`src/rtl/sequence_store_deque_search_macros.svh`:
```
// Assertion macros used by the sequence store top level.
`ifndef SEQUENCE_STORE_DEQUE_SEARCH_MACROS_SVH
`define SEQUENCE_STORE_DEQUE_SEARCH_MACROS_SVH

// Same-cycle implication, disabled while reset is asserted.
`define SSDS_ASSERT_IMP(label, clk, rst_n, ante, cons) \
    label: assert property (@(posedge clk) disable iff (!rst_n) (ante) |-> (cons)) \
        else $error("sequence store check failed");

// Next-cycle implication, disabled while reset is asserted.
`define SSDS_ASSERT_NEXT(label, clk, rst_n, ante, cons) \
    label: assert property (@(posedge clk) disable iff (!rst_n) (ante) |=> (cons)) \
        else $error("sequence store check failed");

`endif

```
`src/rtl/ssds_pkg.sv`:
```
// Package with field widths, request codes and status codes of the sequence store.
package ssds_pkg;

    localparam int DEPTH_DEF = 64;

    localparam int ACTION_W = 3;
    localparam int VALUE_W  = 32;
    localparam int STATUS_W = 2;
    localparam int COUNT_W  = 7;

    localparam logic [ACTION_W-1:0] ACT_APPEND    = 3'd0;
    localparam logic [ACTION_W-1:0] ACT_DELETE    = 3'd1;
    localparam logic [ACTION_W-1:0] ACT_SEARCH    = 3'd2;
    localparam logic [ACTION_W-1:0] ACT_POP_FRONT = 3'd3;
    localparam logic [ACTION_W-1:0] ACT_POP_BACK  = 3'd4;

    localparam logic [STATUS_W-1:0] STAT_OK       = 2'd0;
    localparam logic [STATUS_W-1:0] STAT_EMPTY    = 2'd1;
    localparam logic [STATUS_W-1:0] STAT_FULL     = 2'd2;
    localparam logic [STATUS_W-1:0] STAT_NO_MATCH = 2'd3;

endpackage

```
`src/rtl/ssds_ram.sv`:
```
// Generic simple dual-port RAM with one write port and a registered read port.
module ssds_ram
    import ssds_pkg::*;
#(
    parameter int WIDTH = VALUE_W,
    parameter int DEPTH = DEPTH_DEF
)
(
    input  logic                     clk,
    input  logic                     wr_en,
    input  logic [$clog2(DEPTH)-1:0] wr_addr,
    input  logic [WIDTH-1:0]         wr_data,
    input  logic                     rd_en,
    input  logic [$clog2(DEPTH)-1:0] rd_addr,
    output logic [WIDTH-1:0]         rd_data
);

    logic [WIDTH-1:0] mem [DEPTH];

    always_ff @(posedge clk)
    begin
        if (wr_en)
        begin
            mem[wr_addr] <= wr_data;
        end
        if (rd_en)
        begin
            rd_data <= mem[rd_addr];
        end
    end

endmodule

```
`src/rtl/sequence_store_deque_search.sv`:
```
// Top level of the sequence store: a bounded deque of 32-bit values with search and delete.
//
// The store keeps up to DEPTH signed 32-bit values in append order inside one
// RAM used as a ring (a head pointer marks the front, so popping the front
// moves no data). One request is worked on at a time; the next request is
// taken as soon as the current one has been handed to the output register,
// even if that result still waits for out_ready. Append and unused codes go
// from the start step to the finish step; pops read the entry in the start
// step and take it in the pop-read step; search walks from the front to the
// first match or the back entry, and delete walks to the match and then
// shifts the entries behind it down; the walk and the shift each move one
// entry per cycle through the single read port of the RAM. The RAM needs no
// clearing after reset: only positions below the count are ever read.
`include "sequence_store_deque_search_macros.svh"

module sequence_store_deque_search
    import ssds_pkg::*;
#(
    parameter int DEPTH = DEPTH_DEF
)
(
    input  logic                       clk,
    input  logic                       rst_n,
    input  logic                       in_valid,
    output logic                       in_ready,
    input  logic [ACTION_W-1:0]        action,
    input  logic signed [VALUE_W-1:0]  value,
    output logic                       out_valid,
    input  logic                       out_ready,
    output logic [STATUS_W-1:0]        status,
    output logic signed [VALUE_W-1:0]  taken_value,
    output logic [COUNT_W-1:0]         count
);

    localparam int IDX_W = $clog2(DEPTH);
    localparam int CNT_W = $clog2(DEPTH + 1);
    localparam logic [IDX_W:0]   DEPTH_S = (IDX_W + 1)'(DEPTH);
    localparam logic [CNT_W-1:0] DEPTH_C = CNT_W'(DEPTH);

    typedef enum logic [2:0] {
        S_IDLE,
        S_START,
        S_SCAN,
        S_SHIFT,
        S_POP_READ,
        S_FINISH
    } state_t;

    state_t                 state_reg, state_next;
    logic [ACTION_W-1:0]    act_reg, act_next;
    logic [VALUE_W-1:0]     val_reg, val_next;
    logic [IDX_W-1:0]       head_reg, head_next;
    logic [CNT_W-1:0]       occ_reg, occ_next;
    logic [IDX_W-1:0]       idx_reg, idx_next;
    logic [STATUS_W-1:0]    res_status_reg, res_status_next;
    logic [VALUE_W-1:0]     res_taken_reg, res_taken_next;
    logic                   out_valid_reg, out_valid_next;
    logic [STATUS_W-1:0]    status_reg, status_next;
    logic [VALUE_W-1:0]     taken_reg, taken_next;
    logic [COUNT_W-1:0]     count_reg, count_next;

    // RAM port signals
    logic               wr_en;
    logic [IDX_W-1:0]   wr_addr;
    logic [VALUE_W-1:0] wr_data;
    logic               rd_en;
    logic [IDX_W-1:0]   rd_addr;
    logic [VALUE_W-1:0] rd_data;

    logic               full;
    logic               empty;
    logic [IDX_W-1:0]   last_idx;
    logic [IDX_W-1:0]   idx_p1;
    logic [IDX_W-1:0]   idx_p2;
    logic               out_free;

    // Map a position counted from the front onto a RAM address.
    function automatic logic [IDX_W-1:0] phys(input logic [IDX_W-1:0] head,
                                              input logic [IDX_W-1:0] pos);
        logic [IDX_W:0] sum;
        sum = {1'b0, head} + {1'b0, pos};
        if (sum >= DEPTH_S)
        begin
            sum = sum - DEPTH_S;
        end
        return sum[IDX_W-1:0];
    endfunction

    ssds_ram #(
        .WIDTH (VALUE_W),
        .DEPTH (DEPTH)
    ) u_ram (
        .clk     (clk),
        .wr_en   (wr_en),
        .wr_addr (wr_addr),
        .wr_data (wr_data),
        .rd_en   (rd_en),
        .rd_addr (rd_addr),
        .rd_data (rd_data)
    );

    assign full     = (occ_reg == DEPTH_C);
    assign empty    = (occ_reg == '0);
    // Position of the back entry; only used while the store holds something.
    assign last_idx = IDX_W'(occ_reg - CNT_W'(1));
    assign idx_p1   = idx_reg + IDX_W'(1);
    assign idx_p2   = idx_reg + IDX_W'(2);
    // The output register can take a result when it is empty or is being drained.
    assign out_free = !out_valid_reg || out_ready;

    assign in_ready    = (state_reg == S_IDLE);
    assign out_valid   = out_valid_reg;
    assign status      = status_reg;
    assign taken_value = taken_reg;
    assign count       = count_reg;

    always_comb
    begin
        state_next      = state_reg;
        act_next        = act_reg;
        val_next        = val_reg;
        head_next       = head_reg;
        occ_next        = occ_reg;
        idx_next        = idx_reg;
        res_status_next = res_status_reg;
        res_taken_next  = res_taken_reg;
        status_next     = status_reg;
        taken_next      = taken_reg;
        count_next      = count_reg;
        out_valid_next  = out_valid_reg && !out_ready;

        wr_en   = 1'b0;
        wr_addr = '0;
        wr_data = val_reg;
        rd_en   = 1'b0;
        rd_addr = '0;

        unique case (state_reg)
            S_IDLE:
            begin
                // Latch the request; the previous result may still sit at the output.
                if (in_valid)
                begin
                    act_next   = action;
                    val_next   = value;
                    state_next = S_START;
                end
            end

            S_START:
            begin
                res_status_next = STAT_OK;
                res_taken_next  = '0;
                state_next      = S_FINISH;
                unique case (act_reg)
                    ACT_APPEND:
                    begin
                        if (full)
                        begin
                            res_status_next = STAT_FULL;
                        end
                        else
                        begin
                            wr_en    = 1'b1;
                            wr_addr  = phys(head_reg, IDX_W'(occ_reg));
                            wr_data  = val_reg;
                            occ_next = occ_reg + CNT_W'(1);
                        end
                    end
                    ACT_DELETE, ACT_SEARCH:
                    begin
                        if (empty)
                        begin
                            res_status_next = STAT_EMPTY;
                        end
                        else
                        begin
                            // Start the walk at the front entry.
                            rd_en      = 1'b1;
                            rd_addr    = head_reg;
                            idx_next   = '0;
                            state_next = S_SCAN;
                        end
                    end
                    ACT_POP_FRONT, ACT_POP_BACK:
                    begin
                        if (empty)
                        begin
                            res_status_next = STAT_EMPTY;
                        end
                        else
                        begin
                            rd_en      = 1'b1;
                            rd_addr    = (act_reg == ACT_POP_FRONT) ? head_reg
                                                                    : phys(head_reg, last_idx);
                            state_next = S_POP_READ;
                        end
                    end
                    default:
                    begin
                        // Unused codes leave the store alone and report ok.
                    end
                endcase
            end

            S_SCAN:
            begin
                // rd_data holds the entry at position idx_reg.
                if (rd_data == val_reg)
                begin
                    res_status_next = STAT_OK;
                    if (act_reg == ACT_DELETE)
                    begin
                        res_taken_next = val_reg;
                        if (idx_reg == last_idx)
                        begin
                            occ_next   = occ_reg - CNT_W'(1);
                            state_next = S_FINISH;
                        end
                        else
                        begin
                            // Fetch the successor; idx_reg stays as the slot to fill.
                            rd_en      = 1'b1;
                            rd_addr    = phys(head_reg, idx_p1);
                            state_next = S_SHIFT;
                        end
                    end
                    else
                    begin
                        state_next = S_FINISH;
                    end
                end
                else if (idx_reg == last_idx)
                begin
                    res_status_next = STAT_NO_MATCH;
                    state_next      = S_FINISH;
                end
                else
                begin
                    rd_en    = 1'b1;
                    rd_addr  = phys(head_reg, idx_p1);
                    idx_next = idx_p1;
                end
            end

            S_SHIFT:
            begin
                // Move the entry at idx_reg + 1 down into idx_reg.
                wr_en   = 1'b1;
                wr_addr = phys(head_reg, idx_reg);
                wr_data = rd_data;
                if (idx_p1 == last_idx)
                begin
                    occ_next   = occ_reg - CNT_W'(1);
                    state_next = S_FINISH;
                end
                else
                begin
                    rd_en    = 1'b1;
                    rd_addr  = phys(head_reg, idx_p2);
                    idx_next = idx_p1;
                end
            end

            S_POP_READ:
            begin
                res_status_next = STAT_OK;
                res_taken_next  = rd_data;
                occ_next        = occ_reg - CNT_W'(1);
                if (act_reg == ACT_POP_FRONT)
                begin
                    head_next = phys(head_reg, IDX_W'(1));
                end
                state_next = S_FINISH;
            end

            S_FINISH:
            begin
                // Hold the result until the output register is free.
                if (out_free)
                begin
                    status_next    = res_status_reg;
                    taken_next     = res_taken_reg;
                    count_next     = COUNT_W'(occ_reg);
                    out_valid_next = 1'b1;
                    state_next     = S_IDLE;
                end
            end

            default:
            begin
                state_next = S_IDLE;
            end
        endcase
    end

    always_ff @(posedge clk or negedge rst_n)
    begin
        if (!rst_n)
        begin
            state_reg     <= S_IDLE;
            head_reg      <= '0;
            occ_reg       <= '0;
            out_valid_reg <= 1'b0;
        end
        else
        begin
            state_reg     <= state_next;
            head_reg      <= head_next;
            occ_reg       <= occ_next;
            out_valid_reg <= out_valid_next;
        end
    end

    // Payload registers carry no reset.
    always_ff @(posedge clk)
    begin
        act_reg        <= act_next;
        val_reg        <= val_next;
        idx_reg        <= idx_next;
        res_status_reg <= res_status_next;
        res_taken_reg  <= res_taken_next;
        status_reg     <= status_next;
        taken_reg      <= taken_next;
        count_reg      <= count_next;
    end

    // The count never runs past the capacity of the RAM.
    `SSDS_ASSERT_IMP(a_occ_bound, clk, rst_n, 1'b1, occ_reg <= DEPTH_C)

    // The walk and the shift stay inside the stored entries.
    `SSDS_ASSERT_IMP(a_idx_bound, clk, rst_n,
        (state_reg == S_SCAN) || (state_reg == S_SHIFT), CNT_W'(idx_reg) < occ_reg)

    // A successful append grows the store by exactly one.
    `SSDS_ASSERT_NEXT(a_append_grow, clk, rst_n,
        (state_reg == S_START) && (act_reg == ACT_APPEND) && !full,
        occ_reg == $past(occ_reg) + CNT_W'(1))

    // A new result only enters the output register from the finish step.
    `SSDS_ASSERT_IMP(a_out_source, clk, rst_n,
        $rose(out_valid_reg), $past(state_reg) == S_FINISH)

endmodule
```
`config.mk`:
```
export PLATFORM = sky130hd
export DESIGN_NAME = sequence_store_deque_search
export DESIGN_NICKNAME = d
export VERILOG_FILES = /design/src/rtl/ssds_pkg.sv /design/src/rtl/ssds_ram.sv /design/src/rtl/sequence_store_deque_search.sv
export VERILOG_INCLUDE_DIRS = /design/src /design/src/rtl
export SDC_FILE = /design/constraint.sdc
export NUM_CORES = 2
export LEC_CHECK = 0
export ABC_CLOCK_PERIOD_IN_PS = 6100
export BUFFER_PORTS_ARGS = -buffer_cell sky130_fd_sc_hd__buf_2
export CAP_MARGIN = 20
export CORE_AREA = 3 3 292 509
export CTS_BUF_LIST = sky130_fd_sc_hd__clkbuf_4
export DETAILED_ROUTE_END_ITERATION = 6
export DIE_AREA = 0 0 295 512
export HOLD_SLACK_MARGIN = 0.12
export PLACE_DENSITY = 0.8
export RECOVER_POWER = 50
export SLEW_MARGIN = 10
export SYNTH_ARGS = -nofsm -noshare
export SYNTH_HDL_FRONTEND = slang
export SYNTH_HIERARCHICAL = 1
export SYNTH_SLANG_ARGS = --single-unit
```
`constraint.sdc`:
```
create_clock -name clk -period 6.1 [get_ports clk]
set_input_delay 1.22 -clock clk [delete_from_list [all_inputs] [get_ports clk]]
set_output_delay 1.22 -clock clk [all_outputs]
set_load 0.005 [all_outputs]
```
* Word level (Yosys, flattened, before mapping)
Memory sizes are Yosys's and may differ from the RTL's. A register that Yosys moved wholly into a read port is not among the register bits.
Cells that the tools add are included.
** Cells by class
- Add/subtract/negate cells :: 16
- Multiply operators :: 0
- Div/mod/pow operators :: 0
- Magnitude comparators :: 6
- Equality and inequality tests :: 27
- Shift operators :: 0
- Muxes and demuxes :: 66
- Bitwise operators :: 0
- Reduce and logical (&&, ||, !) cells :: 21
** Operators with widths (count)
- $mux W6 :: 20
- $mux W32 :: 3
- $pmux W32 S3 :: 1
- $ge A7 B7 Y1 const B :: 6
- $mux W7 :: 6
- $pmux W6 S3 :: 2
- $sub A6 B1 Y6 const B :: 6
- $add A6 B6 Y7 :: 5
- $eq A32 B32 Y1 :: 1
- $pmux W7 S4 :: 1
- $mux W3 :: 8
- $pmux W6 S2 :: 2
- $ne A2 B2 Y1 const B :: 11
- $pmux W3 S6 :: 1
- $mux W1 :: 14
- $eq A3 B2 Y1 const B :: 4
- $eq A6 B6 Y1 :: 2
- $eq A3 B3 Y1 const B :: 3
- $reduce_and A2 Y1 :: 4
- $add A6 B1 Y7 const B :: 1
- $add A7 B1 Y7 const B :: 1
- $eq A7 B7 Y1 const B :: 1
- $logic_not A7 Y1 :: 1
- $reduce_and A7 Y1 :: 1
- other kinds (23) :: 31
** Word-level totals
- Register bits :: 133
- Bits in latches :: 0
- Memory bits (writable) :: 2048
- Bits in read-only memories :: 0
- Output and inout bits :: 43
- Word-level logic and storage cells :: 149
- Memories :: 1
** Memories
- u_ram.mem :: depth 64, width 32, rd ports 1, clocked after memory_dff 1, wr ports 1, RTL line ssds_ram.sv:18 : logic [WIDTH-1:0] mem [DEPTH];

* Logic depth before layout (Yosys ltp)
- Depth in word-level cells :: 8
- Mapped depth :: 20
- Mapped depth without buffers :: 16

* Hierarchy
The synthesis kept the hierarchy.
** Modules (own cells, without submodules)
- ssds_ram :: instances 1, cells an instance 3511, area each 79359.9 um2, seq. area each 62459.9 um2
- sequence_store_deque_search :: instances 1, cells an instance 563, area each 7169.4 um2, seq. area each 3908.7 um2

* Worst setup path after synthesis
Ideal clock, no wire load.
- Path kind :: input to register
- Start :: input out_ready
- End :: register count_reg[0], in the netlist count[0] (enable)
- Setup time :: 499 ps
- Arrival :: 4445 ps
- Data required time :: 5601 ps
- Path slack :: 1156 ps
- Stages on the path :: 3
- Path buffers :: 0
- Path through :: nand2b_1 -> nand2_1 -> nor3b_1
** Between the ends
- Cells in the longest elaborated chain, start to end :: 2
** Ends and longest elaborated chain
- start: declaration :: RTL line sequence_store_deque_search.sv:29 : input logic out_ready,
- $logic_or A1 B1 Y1 :: RTL line sequence_store_deque_search.sv:109 : assign out_free = !out_valid_reg || out_ready;
- $reduce_and A2 Y1 (no source line)
- end signal: assignment :: RTL line sequence_store_deque_search.sv:325 : count_reg <= count_next;
- end: declaration :: RTL line sequence_store_deque_search.sv:60 : logic [COUNT_W-1:0] count_reg, count_next;
No other way between the ends.
A chain may end at the register's enable or synchronous reset.

* Worst setup path in the final report
- Start :: register occ_reg[0]
- End :: register u_ram.rd_data[2] (read register of u_ram.mem), data pin
** Between the ends
- Cells in the longest elaborated chain, start to end :: 8
- Elaborated cells between the ends (all ways) :: 24
- Classes of those cells :: 3 x add/sub; 1 x order compare; 2 x eq/ne; 17 x mux; 1 x reduce/logical
** Ends and longest elaborated chain
- start: declaration :: RTL line sequence_store_deque_search.sv:53 : logic [CNT_W-1:0] occ_reg, occ_next;
- start signal: assignment :: RTL line sequence_store_deque_search.sv:310 : occ_reg <= occ_next;
- $sub A7 B1 Y7
- $add A6 B6 Y7 :: RTL line sequence_store_deque_search.sv:81 : sum = {1'b0, head} + {1'b0, pos};
- $sub A6 B1 Y6 or $ge A7 B7 Y1 (tied branches) :: RTL line sequence_store_deque_search.sv:84, sequence_store_deque_search.sv:82
- $mux W6 :: RTL line sequence_store_deque_search.sv:82 : if (sum >= DEPTH_S)
- $mux W6 :: RTL line sequence_store_deque_search.sv:194 : rd_addr = (act_reg == ACT_POP_FRONT) ? head_reg
- $mux W6 :: RTL line sequence_store_deque_search.sv:187 : if (empty)
- $pmux W6 S2 :: RTL line sequence_store_deque_search.sv:155 : unique case (act_reg)
- $pmux W6 S3 (*) :: RTL line sequence_store_deque_search.sv:138 : unique case (state_reg)
- net rd_addr[0] :: RTL line sequence_store_deque_search.sv:67 : logic [IDX_W-1:0] rd_addr;
- end: declaration :: RTL line ssds_ram.sv:15 : output logic [WIDTH-1:0] rd_data
The timed path passes the listed nets; every way through them passes the cells marked *.

==> run summary <==
The later-pin clock latency in the skew report is 1.18 ns. The clock input transition at the sequential cells of the worst setup and hold paths came out at 0.07 ns. The number of inserted filler cells in the final layout came out at between 8000 and 9000. The checks that failed: antenna violations, max-capacitance violations, max-slew violations.

Walking the worst path, the cells encountered are inv_1 -> ha_1 -> nor3b_2 -> xor2_2 -> xnor2_1 -> nor3_1 -> a21o_1 -> mux2_2 -> o21ai_4 -> buf_12 -> buf_4 -> mux4_2 -> a22oi_1 -> nand3_1 -> nand2_1 -> a21oi_1. The flow ran to the end, but the final reports show violations. The sequential cells in the finished layout cover a total of 66400 um^2. The worst setup path is launched from a register. The count of different cell masters after synthesis is between 70 and 80. The number of antenna violations at the first check in global routing came out at 13. The number of global-route vias before repair came to ~47000. The maximum resistive drop on vdd came out at 333 uV.

Measured along the x axis, the die boundary spans 295 um. The total clock sinks is 2213. Summed over all layers, the routed wires come to 217 mm. The count of boundary I/O pins came out at 82.

The post-cts repair resize count came out at 0. The combinational share of power is 26.8%. The number of endpoints failing setup at the final stage is 0. The antenna violation net count after detailed routing came out at 1.

The number of placement rows is approximately 190. TritonCTS built the clock tree. The DRC violations left came out at 0. The total global routing track utilization is slightly below 30%. Setup repair after global routing left no endpoint under its margin. The maximum cell stage delay along the critical path came out at 0.58 ns. The fraction of the cycle the final worst path needs is between 90% and 100%.

The number of flops mapped to enable cells by yosys came out at roughly 2200. The worst endpoint required time is 6.99 ns. The post-synthesis instance area came out at 86500 um^2. Summing the sequential cell areas from Yosys gives roughly three quarters of the chip area. The detailed router's first-iteration violation count came out at 5988. The wire length of the first global-routing pass is 315 mm. The critical path class is reg -> reg. For this design, the slowest cell found on the critical path is sky130_fd_sc_hd__buf_12. The final setup skew came out at 0.0784 ns. The tightest slew margin relative to the limit is -102%. The clock passes through at most 4 buffers. The gate count after technology mapping came out at 4074.

The internal portion of the total power is 27.6 mW. The buffers plus inverters on the worst setup path is 3. The total negative setup slack is 0 ns. The detailed-router iteration count before antenna repair came out at 5. The power density over cell area is ~420 nW/um^2. The count of warnings emitted by yosys came out at 6. The sequential group share of total power came out at 47.5%. Across the run, the number of max-cap violations was 33. The number of failing hold endpoints at the final stage was 0.

The congestion estimate from routability-driven global placement came to 0.926. The worst-path maximum fanout is 108. The initial core utilization came out at 59.6%. The average wire per cell in the routed design is 31.9 um.

The total non-filler cell area in the finished layout came out at 95800 um^2. Input and output buffers added on the ports amount to approximately 80. The total number of nets in the final design came out at 4643.

The number of max-slew violations in the final report is 1730. Each instance of the synthesized netlist takes up on average between 20 and 25 um^2. The area of the die came out at 151000 um^2. At the pin with the least slew margin, the transition time is between 3 and 4 ns. The root buffer cell chosen for the clock tree is sky130_fd_sc_hd__clkbuf_4. After synthesis, the share of flip-flops with an asynchronous set or reset is 0.768%.

The maximum clock frequency is 0.180 GHz. Summing all placed instances gives a cell area of 90200 um^2. At the worst endpoint, the arrival time is about 6.5 ns. Net switching is between 30% and 40% of the power. The net count of the mapped netlist came out at 4148. The path class of the tightest hold or removal check is in -> reg. The global-route congestion overflow total came out at 0. The worst setup path is captured at a register. The family with the most delay on the worst path is buffers and inverters. The average via count per standard cell is 6.68. The detailed-route via count is approximately 45000. The standby leakage power is 29.7 nW. The most used flip-flop cell after synthesis is sky130_fd_sc_hd__edfxtp_1. The HPWL reported at the end of detailed placement is 130 mm.

The vertical die dimension is 512 um. The number of flip-flops under the largest register name came out at approximately 2000. The area taken by multi-input logic gates came out at 19300 um^2. The fraction of layout instances using a drive strength above 1 is 29.0%. The CTS H-tree depth is 5. The clock network accounts for between 20% and 30% of the total power. The net switching component of the power came out at 12.6 mW. The synthesis-to-layout area growth came out at 10.7%. The number of buffers added by the clock tree synthesis step is 444. In this run, synthesis produced a sequential element count of 2213. Ranked by flip-flop count, first place goes to u_ram/mem. The core area came out at about 150000 um^2.

The minimum clock period after layout is 5.57 ns. Entering global routing, the biggest net connects 109 pins.
-- layout make-up --
class	instances	share of cell area (%)
sequential	2213	69.3
multi-input combinational	1605	20.1
clock buffer	619	4.85
tap	1870	2.44
timing repair buffer	278	2.22
clock inverter	169	0.874
inverter	27	0.106
antenna	18	0.0470
-- synthesized netlist by cell type, types with 6 or more instances --
cell type,count,area (um^2)
sky130_fd_sc_hd__dfrtp_1,17,425
sky130_fd_sc_hd__mux4_2,446,10000
sky130_fd_sc_hd__inv_1,27,101
sky130_fd_sc_hd__o22ai_1,49,307
sky130_fd_sc_hd__nor2_1,110,413
sky130_fd_sc_hd__buf_1,10,37.5
sky130_fd_sc_hd__a211o_1,9,78.8
sky130_fd_sc_hd__edfxtp_1,2196,65900
sky130_fd_sc_hd__ha_1,30,375
sky130_fd_sc_hd__a311o_1,12,120
sky130_fd_sc_hd__mux2i_1,189,1890
sky130_fd_sc_hd__nand2_1,63,236
sky130_fd_sc_hd__a21oi_1,47,235
sky130_fd_sc_hd__and3_1,9,56.3
sky130_fd_sc_hd__a22oi_1,130,976
sky130_fd_sc_hd__xor2_1,18,158
sky130_fd_sc_hd__a211oi_1,22,165
sky130_fd_sc_hd__buf_4,30,225
sky130_fd_sc_hd__o211ai_1,15,113
sky130_fd_sc_hd__buf_2,56,280
sky130_fd_sc_hd__nand3b_1,7,52.6
sky130_fd_sc_hd__a21o_1,11,82.6
sky130_fd_sc_hd__nor2b_1,18,113
sky130_fd_sc_hd__a22o_1,46,403
sky130_fd_sc_hd__nand3_1,60,300
sky130_fd_sc_hd__nand2b_1,11,68.8
sky130_fd_sc_hd__o22a_1,14,123
sky130_fd_sc_hd__or3_1,6,37.5
sky130_fd_sc_hd__nand4_1,15,93.8
sky130_fd_sc_hd__o21ai_0,41,205
sky130_fd_sc_hd__xnor2_1,68,596
sky130_fd_sc_hd__a31oi_1,23,144
sky130_fd_sc_hd__or2_2,7,43.8
sky130_fd_sc_hd__nor3_1,12,60.1
sky130_fd_sc_hd__clkbuf_1,93,349
sky130_fd_sc_hd__o221ai_1,19,166
sky130_fd_sc_hd__buf_6,31,349
sky130_fd_sc_hd__mux2_2,33,372
-- repair_timing --
item                                   4_1_cts  5_1_grt
hold buffers                                 7        0
endpoints found under the hold margin       23        0
buffers inserted                             0        0
-- power groups by stage --
stage	combinational, mW	clock, mW	sequential [mW]
4_1_cts	10.7	10.5	19.0
3_5_place_dp	10.7	0	19.3
5_1_grt	11.4	11.2	19.1
2_1_floorplan	7.36	0	19.0
6_report	10.8	10.3	19.1
3_3_place_gp	10.4	0	19.3
-- worst reg2reg max path: stages, from the launching register on --
cell,delay [ns]
sky130_fd_sc_hd__dfrtp_1,0.49
sky130_fd_sc_hd__inv_1,0.18
sky130_fd_sc_hd__ha_1,0.33
sky130_fd_sc_hd__nor3b_2,0.28
sky130_fd_sc_hd__xor2_2,0.32
sky130_fd_sc_hd__xnor2_1,0.21
sky130_fd_sc_hd__nor3_1,0.11
sky130_fd_sc_hd__a21o_1,0.34
sky130_fd_sc_hd__mux2_2,0.36
sky130_fd_sc_hd__o21ai_4,0.23
sky130_fd_sc_hd__buf_12,0.59
sky130_fd_sc_hd__buf_4,0.72
sky130_fd_sc_hd__mux4_2,0.55
sky130_fd_sc_hd__a22oi_1,0.23
sky130_fd_sc_hd__nand3_1,0.14
sky130_fd_sc_hd__nand2_1,0.17
sky130_fd_sc_hd__a21oi_1,0.06
-- placed cells by master (no fill, tap or decap), drive strengths merged, types with 11 or more instances in the layout --
cell type,netlist,final
a31oi,23,23
nand3,60,60
edfxtp,2196,2196
ha,30,30
o221ai,19,19
nor3,13,13
nand4,15,15
buf,135,215
o211ai,15,15
nand2b,11,11
dfrtp,17,17
mux2,33,33
a311o,12,12
xor2,20,20
a22oi,130,130
mux2i,189,189
nand2,63,63
o22a,14,14
inv,27,35
clkinv,0,152
diode,0,18
o21ai,45,45
nor2,110,110
xnor2,68,68
o22ai,49,49
a22o,46,46
a21oi,47,47
a21o,11,11
a211oi,22,22
clkbuf,94,675
nor2b,18,18
mux4,446,446
-- per-layer routing --
metal / GRT usage [%] / share of wire (%) / wire (um) / vias to the layer above
met1: 34.0 / 31 / 68000 / 23108
met3: 5.62 / 10 / 21900 / 715
met5: 0 / 0.0060 / 13 / -
met2: 50.0 / 52 / 114000 / 3189
li1: - / - / - / 18437
met4: 16.6 / 6.1 / 13200 / 2
-- stage by stage --
stage	worst slack [ns]	utilization [%]	power (mW)	hold WS (ns)	cells
CTS	0.538	66.0	40.2	0.122	6766
global placement	0.648	62.1	29.7	0.402	5966
global route	0.216	66.0	41.7	0.188	6793
floorplan	1.16	-	26.4	0.400	4074
finish	0.534	66.0	40.2	0.234	6799
detailed placement	0.604	62.2	30.0	0.405	5971
-- final timing paths --
check	start	depth (start not counted)	to	slack [ns]
min reg2reg	res_taken_reg[27]$_DFFE_PP_	0	taken_value[27]$_DFFE_PP_	0.40
max reg2reg	occ_reg[0]$_DFFE_PN0P_	16	u_ram/rd_data[2]$_DFFE_PP_	0.53
max	occ_reg[0]$_DFFE_PN0P_	16	u_ram/rd_data[2]$_DFFE_PP_	0.53
max in group asynchronous	rst_n	2	out_valid$_DFF_PN0_	4.55
min in group asynchronous	rst_n	2	head_reg[3]$_DFFE_PN0P_	0.84
min	value[6]	1	val_reg[6]$_DFFE_PP_	0.23
-- cell families after synthesis --
logic type,after synthesis,synth area share [%]
fa+ha+maj,35,0.549
buf+inv,256,1.71
compound gates,467,3.90
simple gates,346,1.97
mux,668,14.2
flops,2213,76.7
xor+xnor,89,0.947
Power figures use the tool's default switching activity.
